==> src/hw/rtl/tlbf_pkg.sv <==
// Shared constants and types for the FIFO-replacement translation buffer.
`timescale 1ns / 1ps
`default_nettype none

package tlbf_pkg;

  localparam int BUFFER_ENTRIES = 16;
  localparam int PID_BITS       = 16;
  localparam int PAGE_BITS      = 12;
  localparam int FRAME_BITS     = 12;

  localparam int IN_DATA_BITS   = ((PID_BITS + PAGE_BITS + FRAME_BITS + 7) / 8) * 8;
  localparam int OUT_DATA_BITS  = ((FRAME_BITS + 7) / 8) * 8;

  typedef enum logic {
    OP_LOOKUP = 1'b0,
    OP_UPDATE = 1'b1
  } opcode_t;

  typedef struct packed {
    logic                  valid;
    logic [PID_BITS-1:0]   pid;
    logic [PAGE_BITS-1:0]  page;
    logic [FRAME_BITS-1:0] frame;
  } entry_t;

  typedef struct packed {
    logic shift;
    logic rewrite;
  } cell_ctrl_t;

endpackage

`default_nettype wire

==> src/hw/rtl/tlb_fifo_replacement.sv <==
// Top level: fully associative translation buffer built as a shifting chain of entries.
// Result: registered, valid in the cycle after the input transaction is accepted.
// Throughput: one item per cycle unless out_tready stalls; all entries compare the tag in parallel.
// Insert shifts the whole chain by one entry in the accept cycle (oldest at position 0 drops).
// Reset (rst_n low, synchronous): all entries invalid, buffer disabled, no result pending.
`timescale 1ns / 1ps
`default_nettype none

module tlb_fifo_replacement (
  input  wire logic                                clk,
  input  wire logic                                rst_n,
  input  wire logic                                in_tvalid,
  output logic                                     in_tready,
  // [15:0] process_id, [27:16] page_number, [39:28] frame_number
  input  wire logic [tlbf_pkg::IN_DATA_BITS-1:0]   in_tdata,
  // [0] opcode
  input  wire logic                                in_tuser,
  output logic                                     out_tvalid,
  input  wire logic                                out_tready,
  // [11:0] found_frame, upper bits zero
  output logic [tlbf_pkg::OUT_DATA_BITS-1:0]       out_tdata,
  // [0] hit
  output logic                                     out_tuser,
  input  wire logic                                cfg_valid,
  output logic                                     cfg_ready,
  input  wire logic                                cfg_data
);

  localparam int N = tlbf_pkg::BUFFER_ENTRIES;

  logic                                enable_r;
  logic                                out_valid_r;
  logic                                hit_r;
  logic [tlbf_pkg::FRAME_BITS-1:0]     found_r;

  logic                                in_fire;
  tlbf_pkg::opcode_t                   op;
  logic [tlbf_pkg::PID_BITS-1:0]       pid;
  logic [tlbf_pkg::PAGE_BITS-1:0]      page;
  logic [tlbf_pkg::FRAME_BITS-1:0]     frame;
  tlbf_pkg::entry_t                    new_entry;
  tlbf_pkg::entry_t                    link [N];
  logic [N-1:0]                        match;
  logic                                any_hit;
  logic [tlbf_pkg::FRAME_BITS-1:0]     match_frame;
  tlbf_pkg::cell_ctrl_t                ctrl;

  assign pid   = in_tdata[tlbf_pkg::PID_BITS-1:0];
  assign page  = in_tdata[tlbf_pkg::PID_BITS +: tlbf_pkg::PAGE_BITS];
  assign frame = in_tdata[tlbf_pkg::PID_BITS + tlbf_pkg::PAGE_BITS +: tlbf_pkg::FRAME_BITS];
  assign op    = tlbf_pkg::opcode_t'(in_tuser);

  assign cfg_ready = 1'b1;
  assign in_tready = !out_valid_r || out_tready;
  assign in_fire   = in_tvalid && in_tready;

  always_comb begin
    new_entry.valid = 1'b1;
    new_entry.pid   = pid;
    new_entry.page  = page;
    new_entry.frame = frame;
  end

  always_comb begin
    match_frame = '0;
    for (int i = 0; i < N; i++) begin
      match_frame = match_frame | (link[i].frame & {tlbf_pkg::FRAME_BITS{match[i]}});
    end
  end

  assign any_hit = enable_r && (|match);

  always_comb begin
    ctrl.shift   = in_fire && enable_r && (op == tlbf_pkg::OP_UPDATE) && !(|match);
    ctrl.rewrite = in_fire && enable_r && (op == tlbf_pkg::OP_UPDATE);
  end

  for (genvar g = 0; g < N; g++) begin : g_chain
    tlbf_pkg::entry_t nb;
    if (g == N - 1) begin : g_tail
      assign nb = new_entry;
    end else begin : g_body
      assign nb = link[g+1];
    end
    tlbf_cell u_entry (
      .clk       (clk),
      .rst_n     (rst_n),
      .ctrl      (ctrl),
      .tag_pid   (pid),
      .tag_page  (page),
      .new_frame (frame),
      .nb_entry  (nb),
      .entry     (link[g]),
      .match     (match[g])
    );
  end

  always_ff @(posedge clk) begin
    if (!rst_n) begin
      enable_r <= 1'b0;
    end else if (cfg_valid && cfg_ready) begin
      enable_r <= cfg_data;
    end
  end

  always_ff @(posedge clk) begin
    if (!rst_n) begin
      out_valid_r <= 1'b0;
    end else if (in_fire) begin
      out_valid_r <= 1'b1;
    end else if (out_tready) begin
      out_valid_r <= 1'b0;
    end
  end

  always_ff @(posedge clk) begin
    if (in_fire) begin
      hit_r   <= any_hit;
      found_r <= (any_hit && (op == tlbf_pkg::OP_LOOKUP)) ? match_frame : '0;
    end
  end

  assign out_tvalid = out_valid_r;
  assign out_tuser  = hit_r;
  assign out_tdata  = {{(tlbf_pkg::OUT_DATA_BITS - tlbf_pkg::FRAME_BITS){1'b0}}, found_r};

`ifndef SYNTHESIS
  a_unique_match: assert property (@(posedge clk) disable iff (!rst_n)
    $onehot0(match))
    else $error("more than one entry matches the tag");

  a_disabled_miss: assert property (@(posedge clk) disable iff (!rst_n)
    in_fire && !enable_r |=> !out_tuser)
    else $error("hit reported while buffer disabled");

  a_update_zero: assert property (@(posedge clk) disable iff (!rst_n)
    in_fire && (op == tlbf_pkg::OP_UPDATE) |=> (found_r == '0))
    else $error("update result carries a nonzero frame");

  a_insert_tail: assert property (@(posedge clk) disable iff (!rst_n)
    ctrl.shift |=> (link[N-1].valid && (link[N-1].pid == $past(pid))
                    && (link[N-1].page == $past(page))))
    else $error("inserted entry missing at chain tail");
`endif

endmodule

`default_nettype wire

==> src/hw/rtl/tlbf_cell.sv <==
// One translation entry: tag compare, in-place frame rewrite, shift from the neighbor.
`timescale 1ns / 1ps
`default_nettype none

module tlbf_cell (
  input  wire logic                             clk,
  input  wire logic                             rst_n,
  input  wire tlbf_pkg::cell_ctrl_t             ctrl,
  input  wire logic [tlbf_pkg::PID_BITS-1:0]    tag_pid,
  input  wire logic [tlbf_pkg::PAGE_BITS-1:0]   tag_page,
  input  wire logic [tlbf_pkg::FRAME_BITS-1:0]  new_frame,
  input  wire tlbf_pkg::entry_t                 nb_entry,
  output tlbf_pkg::entry_t                      entry,
  output logic                                  match
);

  logic                              valid_r;
  logic [tlbf_pkg::PID_BITS-1:0]     pid_r;
  logic [tlbf_pkg::PAGE_BITS-1:0]    page_r;
  logic [tlbf_pkg::FRAME_BITS-1:0]   frame_r;

  always_ff @(posedge clk) begin
    if (!rst_n) begin
      valid_r <= 1'b0;
    end else if (ctrl.shift) begin
      valid_r <= nb_entry.valid;
    end
  end

  always_ff @(posedge clk) begin
    if (ctrl.shift) begin
      pid_r   <= nb_entry.pid;
      page_r  <= nb_entry.page;
      frame_r <= nb_entry.frame;
    end else if (ctrl.rewrite && match) begin
      frame_r <= new_frame;
    end
  end

  assign match = valid_r && (pid_r == tag_pid) && (page_r == tag_page);

  always_comb begin
    entry.valid = valid_r;
    entry.pid   = pid_r;
    entry.page  = page_r;
    entry.frame = frame_r;
  end

endmodule

`default_nettype wire

==> config.mk <==
export PLATFORM = sky130hd
export DESIGN_NAME = tlb_fifo_replacement
export DESIGN_NICKNAME = d
export VERILOG_FILES = /design/src/hw/rtl/tlbf_pkg.sv /design/src/hw/rtl/tlb_fifo_replacement.sv /design/src/hw/rtl/tlbf_cell.sv
export SDC_FILE = /design/constraint.sdc
export NUM_CORES = 1
export LEC_CHECK = 0
export BUFFER_PORTS_ARGS = -buffer_cell sky130_fd_sc_hd__buf_4
export CORE_UTILIZATION = 40
export CTS_CLUSTER_DIAMETER = 80
export DETAILED_ROUTE_END_ITERATION = 7
export GPL_ROUTABILITY_DRIVEN = 0
export HOLD_SLACK_MARGIN = 0.15
export RECOVER_POWER = 100
export SLEW_MARGIN = 20
export SYNTH_ARGS = -nofsm -noshare
export SYNTH_HDL_FRONTEND = slang
export SYNTH_SLANG_ARGS = --single-unit
==> constraint.sdc <==
create_clock -name clk -period 19.3 [get_ports clk]
set_clock_uncertainty 0.05 [all_clocks]
set_input_delay 5.79 -clock clk [delete_from_list [all_inputs] [get_ports clk]]
set_output_delay 5.79 -clock clk [all_outputs]
set_load 0.02 [all_outputs]
Yosys cells after proc, flatten, opt, wreduce, memory -nomap -nowiden
Cells that the tools add are included.

Register bits: 671. Input port bits: 47. Output and inout bits: 20. Word-level logic and storage cells: 241.

Eq/ne operators: 32. Multiplexer cells: 34. Bitwise operators: 32. Reductions and logical operators: 75.

Operators with widths (count): $mux W12 (32); $eq A16 B16 Y1 (16); $and A12 B12 Y12 (16); $eq A12 B12 Y1 (16); $or A12 B12 Y12 (15); $logic_and A1 B1 Y1 (54); $reduce_bool A2 Y1 (17); $reduce_or A16 Y1 (1); $logic_not A1 Y1 (2); $mux W1 (2); $logic_or A1 B1 Y1 (1); $not A1 Y1 (1).

Longest topological paths before layout
Depth after elaboration: 19. Mapped depth: 13. Depth with buffers taken out: 8.

Hierarchy
A second synthesis with hierarchy kept.

Cells, all modules: 1790. Area, all modules: 29291.8 um^2.

Modules (own cells, without submodules): tlbf_cell (times used 16, cells an instance 101, area an instance 1726.7 um^2); tlb_fifo_replacement (times used 1, cells an instance 174, area an instance 1665.3 um^2).

Worst setup path before layout
OpenSTA, ideal clock, no wires.

Kind: input to output. From: input out_tready. To: output in_tready. Data arrival time: 6018 ps. Data required time: 13460 ps. Path slack: 7442 ps. Stages: 1. Path buffers: 0. Cells stage by stage: nand2b_1.

Cells in the longest elaborated chain, start to end: 1.

RTL lines: start: declaration (line tlb_fifo_replacement.sv:19) `input wire logic out_tready,`; $logic_or A1 B1 Y1 (line tlb_fifo_replacement.sv:54) `assign in_tready = !out_valid_r || out_tready;`; end: declaration (line tlb_fifo_replacement.sv:13) `output logic in_tready,`.

No other way between the ends.

Final worst setup path
From: input in_tdata[11] (netlist bit). To: register g_chain[14].u_entry.pid_r[9] (netlist bit) (enable).

Cells in the longest elaborated chain, start to end: 6. Elaborated cells on any way between the ends: 51.

RTL lines: start: declaration (line tlb_fifo_replacement.sv:15) `input wire logic [tlbf_pkg::IN_DATA_BITS-1:0] in_tdata,`; $eq A16 B16 Y1 (line tlbf_cell.sv:40) `assign match = valid_r && (pid_r == tag_pid) && (page_r == tag_page);`; $logic_and A1 B1 Y1 (2 in a row) (line tlbf_cell.sv:40); $reduce_or A16 Y1 * (line tlb_fifo_replacement.sv:74) `ctrl.shift = in_fire && enable_r && (op == tlbf_pkg::OP_UPDATE) && !(|match);`; $logic_not A1 Y1 * (line tlb_fifo_replacement.sv:74); $logic_and A1 B1 Y1 * (line tlb_fifo_replacement.sv:74); end signal: assignment (line tlbf_cell.sv:32) `pid_r <= nb_entry.pid;`; end: declaration (line tlbf_cell.sv:18) `logic [tlbf_pkg::PID_BITS-1:0] pid_r;`.

Every way passes the cells marked *; elsewhere a longest branch is shown, timed or not. A chain may end at the register's enable or synchronous reset.

==> flow_summary.html <==
<table>
<tr><th>Metric</th><th>Value</th></tr>
<tr><th colspan="2">Global route</th></tr>
<tr><td>GRT Resource Usage Total</td><td>a little under a fifth</td></tr>
<tr><td>Overflow after GRT</td><td>0</td></tr>
<tr><td>Global-route wire length before repair</td><td>102 mm</td></tr>
<tr><td>Largest net degree at the start of global routing</td><td>roughly 210</td></tr>
<tr><td>Number of global-route vias before repair</td><td>roughly 16000</td></tr>
<tr><td>Number of antenna violations at the first check in global routing</td><td>1</td></tr>
<tr><th colspan="2">Worst setup path</th></tr>
<tr><td>WS Path Type</td><td>in2reg</td></tr>
<tr><td>Largest stage delay on the critical path</td><td>3.56 ns</td></tr>
<tr><td>Top cell by count, worst path</td><td>clkbuf_1</td></tr>
<tr><td>Capturing element type of the critical path</td><td>flip-flop</td></tr>
<tr><td>Data arrival time of the critical path</td><td>14.38 ns</td></tr>
<tr><td>Buf+Inv Stages, Crit Path</td><td>4</td></tr>
<tr><td>CP cell instances</td><td>clkbuf_1 -&gt; xnor2_1 -&gt; nand4_1 -&gt; nor4_4 -&gt; clkbuf_1 -&gt; or4_1 -&gt; nand2b_1 -&gt; nor4b_1 -&gt; clkbuf_1 -&gt; buf_4</td></tr>
<tr><td>Worst Path Max Fanout</td><td>95</td></tr>
<tr><td>Critical Path Start Type</td><td>input pin</td></tr>
<tr><td>Startpoint of the worst setup timing path</td><td>in_tdata[11]</td></tr>
<tr><td>Category of cells accounting for the largest share of critical-path delay</td><td>buffers and inverters</td></tr>
<tr><td>Required time of the critical path</td><td>around 19 ns</td></tr>
<tr><td>Startpoint of the most critical register-to-register path</td><td>g_chain[7].u_entry.page_r[3]</td></tr>
<tr><td>Crit-path slowest cell</td><td>clkbuf_1</td></tr>
<tr><th colspan="2">Clock tree</th></tr>
<tr><td>Cell at the root of the clock tree</td><td>clkbuf_16</td></tr>
<tr><td>Number of H-tree levels</td><td>3</td></tr>
<tr><td>CTS tree</td><td>yes</td></tr>
<tr><td>Number of gates given a new drive strength after cts</td><td>0</td></tr>
<tr><td>CTS Buffer Depth</td><td>3</td></tr>
<tr><td>CTS clk-pin slew, worst paths</td><td>~0.060 ns</td></tr>
<tr><td>Clock latency at the later pin of the worst-skew pair</td><td>a little over 0.6 ns</td></tr>
<tr><td>Number of clock sinks</td><td>671</td></tr>
<tr><td>Number of CTS-inserted buffers</td><td>74</td></tr>
<tr><td>Post-CTS Hold Buffers</td><td>0</td></tr>
<tr><td>Setup Buffers After CTS</td><td>0</td></tr>
<tr><th colspan="2">Yosys</th></tr>
<tr><td>Library cell with the largest summed area after synthesis</td><td>edfxtp_1</td></tr>
<tr><td>Total standard cell area after synthesis</td><td>between 0.02 and 0.03 mm²</td></tr>
<tr><td>Number of instances in the synthesized netlist</td><td>approximately 1800</td></tr>
<tr><td>Top-area cell type share of the netlist area</td><td>between 60% and 70%</td></tr>
<tr><td>FFs w/ async S/R, synth</td><td>0%</td></tr>
<tr><td>Number of flops mapped to enable cells by yosys</td><td>653</td></tr>
<tr><td>Count of warnings emitted by yosys</td><td>0</td></tr>
<tr><td>Sequential cell area fraction in the yosys report</td><td>67.0%</td></tr>
<tr><td>Mean area per synthesized cell</td><td>around 17 µm²</td></tr>
<tr><td>Post-synth cell types</td><td>43</td></tr>
<tr><td>Seq cells post-synth</td><td>about 670</td></tr>
<tr><td>Top cells by area, synth</td><td>edfxtp_1 (66%), xor2_1 (7.9%), mux2_4 (5.7%)</td></tr>
<tr><td>Leading register cell type out of synthesis</td><td>edfxtp_1</td></tr>
<tr><th colspan="2">Layout</th></tr>
<tr><td>Fraction of layout cells with a size suffix above 1</td><td>11.1%</td></tr>
<tr><td>Most common library cell in the layout ignoring fill and taps</td><td>edfxtp_1</td></tr>
<tr><td>Top library cells by usage in the layout, fill and taps aside</td><td>edfxtp_1 (653), xor2_1 (270), xnor2_1 (172), mux2_1 (111), clkbuf_1 (91)</td></tr>
<tr><td># nets final</td><td>between 1500 and 2000</td></tr>
<tr><td>Synthesis-to-finish area growth</td><td>9.44%</td></tr>
<tr><td>Number of fill cells in the layout</td><td>between 6000 and 7000</td></tr>
<tr><td>Fin area</td><td>0.0326 mm²</td></tr>
<tr><th colspan="2">Detailed routing</th></tr>
<tr><td>Total Routed Length</td><td>around 70 mm</td></tr>
<tr><td>Total vias in the final route</td><td>between 15000 and 20000</td></tr>
<tr><td># DRC</td><td>2</td></tr>
<tr><td>Count of nets left with antenna violations after detail routing</td><td>0</td></tr>
<tr><td>TritonRoute pass-1 iters</td><td>8</td></tr>
<tr><td>Routed WL per cell</td><td>~24 µm</td></tr>
<tr><td>Detailed router's first-iteration violation count</td><td>1306</td></tr>
<tr><td>Detail-routed via count per cell</td><td>about 5.3</td></tr>
<tr><th colspan="2">Min path</th></tr>
<tr><td>Hold crit path type</td><td>reg2reg</td></tr>
<tr><td>Hold Crit Start</td><td>g_chain[14].u_entry.page_r[7]</td></tr>
<tr><th colspan="2">Run</th></tr>
<tr><td>Count of max-cap constraint violations</td><td>27</td></tr>
<tr><th colspan="2">Die</th></tr>
<tr><td>Overall die height</td><td>around 280 µm</td></tr>
<tr><td>Die Outline Area</td><td>around 0.076 mm²</td></tr>
<tr><td>I/O pin count</td><td>67</td></tr>
<tr><td>Num rows</td><td>between 90 and 100</td></tr>
<tr><td>Std-Cell Core Area</td><td>0.0733 mm²</td></tr>
<tr><td>Initial standard-cell utilization of the core</td><td>around 41%</td></tr>
<tr><td>DIE WIDTH</td><td>between 200 and 300 µm</td></tr>
<tr><th colspan="2">STA</th></tr>
<tr><td>Final number of hold-violating endpoints</td><td>0</td></tr>
<tr><td>Setup violation total in the final timing report</td><td>0</td></tr>
<tr><td>Count of pins over their slew limit</td><td>597</td></tr>
<tr><td>Worst slew slack as a fraction of its limit</td><td>-236%</td></tr>
<tr><td>Maximum frequency from static timing analysis</td><td>slightly above 70 MHz</td></tr>
<tr><td>RSZ-0062 raised after global routing</td><td>false</td></tr>
<tr><td>Sum of negative setup slack</td><td>0 ns</td></tr>
<tr><td>Worst-Margin Slew</td><td>a little over 5 ns</td></tr>
<tr><td>Period minus WS final</td><td>14.20 ns</td></tr>
<tr><td>Tcrit/Tclk final</td><td>between 70% and 80%</td></tr>
<tr><th colspan="2">Pwr</th></tr>
<tr><td>PwrDens</td><td>between 90 and 100 mW/mm²</td></tr>
<tr><td>Worst ir drop on vdd</td><td>a little over 0.06 mV</td></tr>
<tr><td>Leak</td><td>approximately 10 nW</td></tr>
<tr><th colspan="2">Place</th></tr>
<tr><td>Final HPWL DP</td><td>between 40 and 50 mm</td></tr>
<tr><td>Placed cell area</td><td>between 0.03 and 0.04 mm²</td></tr>
<tr><td>Count of port buffers added during placement</td><td>61</td></tr>
<tr><th colspan="2">Run status</th></tr>
<tr><td>Violated checks</td><td>design-rule violations, max-capacitance violations, max-slew violations</td></tr>
<tr><td>Status</td><td>finished with violations</td></tr>
</table>
[synth_stat cells, drive strengths merged (2+ instances only)]
| cell type | number |
|---|---|
| mux2i | 16 |
| nor3 | 14 |
| nand3 | 22 |
| a22oi | 25 |
| a221oi | 23 |
| a41oi | 2 |
| xnor2 | 172 |
| clkbuf | 35 |
| buf | 83 |
| edfxtp | 653 |
| o21ai | 2 |
| a21oi | 21 |
| a222oi | 15 |
| nand2 | 25 |
| and3 | 2 |
| nor4 | 77 |
| nand2b | 2 |
| conb | 2 |
| and2 | 2 |
| xor2 | 270 |
| mux2 | 180 |
| o22ai | 2 |
| and4 | 8 |
| a22o | 22 |
| dfxtp | 18 |
| nor2 | 2 |
| nand4 | 53 |
| inv | 23 |
| a31oi | 9 |
[registers in the layout (all words and copies together) (netlist names)]
register / flops
g_chain.u_entry.pid_r: 256
out_tvalid: 1
enable_r: 1
g_chain.u_entry.valid_r: 16
g_chain.u_entry.frame_r: 192
g_chain.u_entry.page_r: 192
out_tuser: 1
found_r: 12
[worst register-to-register path, stage by stage (launching register included)]
cell	delay (ns)
edfxtp_1	0.40
xor2_1	0.26
nor4_1	0.10
nand3_1	0.19
nor4_4	0.06
clkbuf_1	0.53
or4_1	0.72
nand2b_1	0.17
nor4b_1	0.52
clkbuf_1	3.56
buf_4	1.23
[stage by stage]
step                      utilization [%]  hold WS [ns]  setup WS (ns)  total power, mW  cells
final                                44.5         0.400           5.10             3.18   2861
after global routing                 44.5         0.414           4.51             3.28   2861
after CTS                            45.5         0.402           7.23             3.23   2858
after detailed placement             42.2         0.386           7.23             1.82   2725
after global placement               42.2         0.387           7.24             1.82   2725
after floorplan                         -         0.376           7.44             1.77   1790
[kinds of logic after synthesis]
logic type      share of synthesized area (%)
xor+xnor                                 13.0
compound gates                           3.18
flops                                    67.0
mux                                      8.76
other cells                            0.0252
simple gates                             4.57
buf+inv                                  3.54
[path summary, 6_finish.rpt]
path	end	slack, ns	cells past startpoint
hold / removal	g_chain[13].u_entry.page_r[7]	0.40	0
setup reg to reg	g_chain[14].u_entry.pid_r[9]	11.07	10
hold reg to reg	g_chain[13].u_entry.page_r[7]	0.40	0
setup / recovery	g_chain[14].u_entry.pid_r[9]	5.10	10
[metal layers]
metal | part of all wire (%) | track usage, % | vias to the layer above
met2 | 50 | 31.7 | 495
met1 | 41 | 22.6 | 7742
li1 | - | - | 6897
met4 | 3.5 | 7.98 | 0
met5 | 0 | 0 | -
met3 | 5.8 | 3.77 | 138
[power breakdown]
part / total, mW / internal, mW / leakage (nW) / switching [mW]
registers: 1.62 / 1.61 / 6.06 / 0.0110
logic: 0.146 / 0.0519 / 3.04 / 0.0942
clock network: 1.41 / 0.836 / 1.17 / 0.578
total: 3.18 / 2.50 / 10.3 / 0.683
[layout make-up]
cell class / instances / area [µm²] / share of cell area, %
Antenna cell: 1 / 2.50 / 0.00767
Clock buffer: 96 / 1970 / 6.05
Clock inverter: 37 / 440 / 1.35
Inverter: 23 / 86.3 / 0.264
Multi-Input combinational cell: 978 / 8480 / 26.0
Sequential cell: 671 / 20000 / 61.2
Tap cell: 959 / 1200 / 3.68
Timing Repair Buffer: 96 / 487 / 1.49
Power figures use the tool's default switching activity.
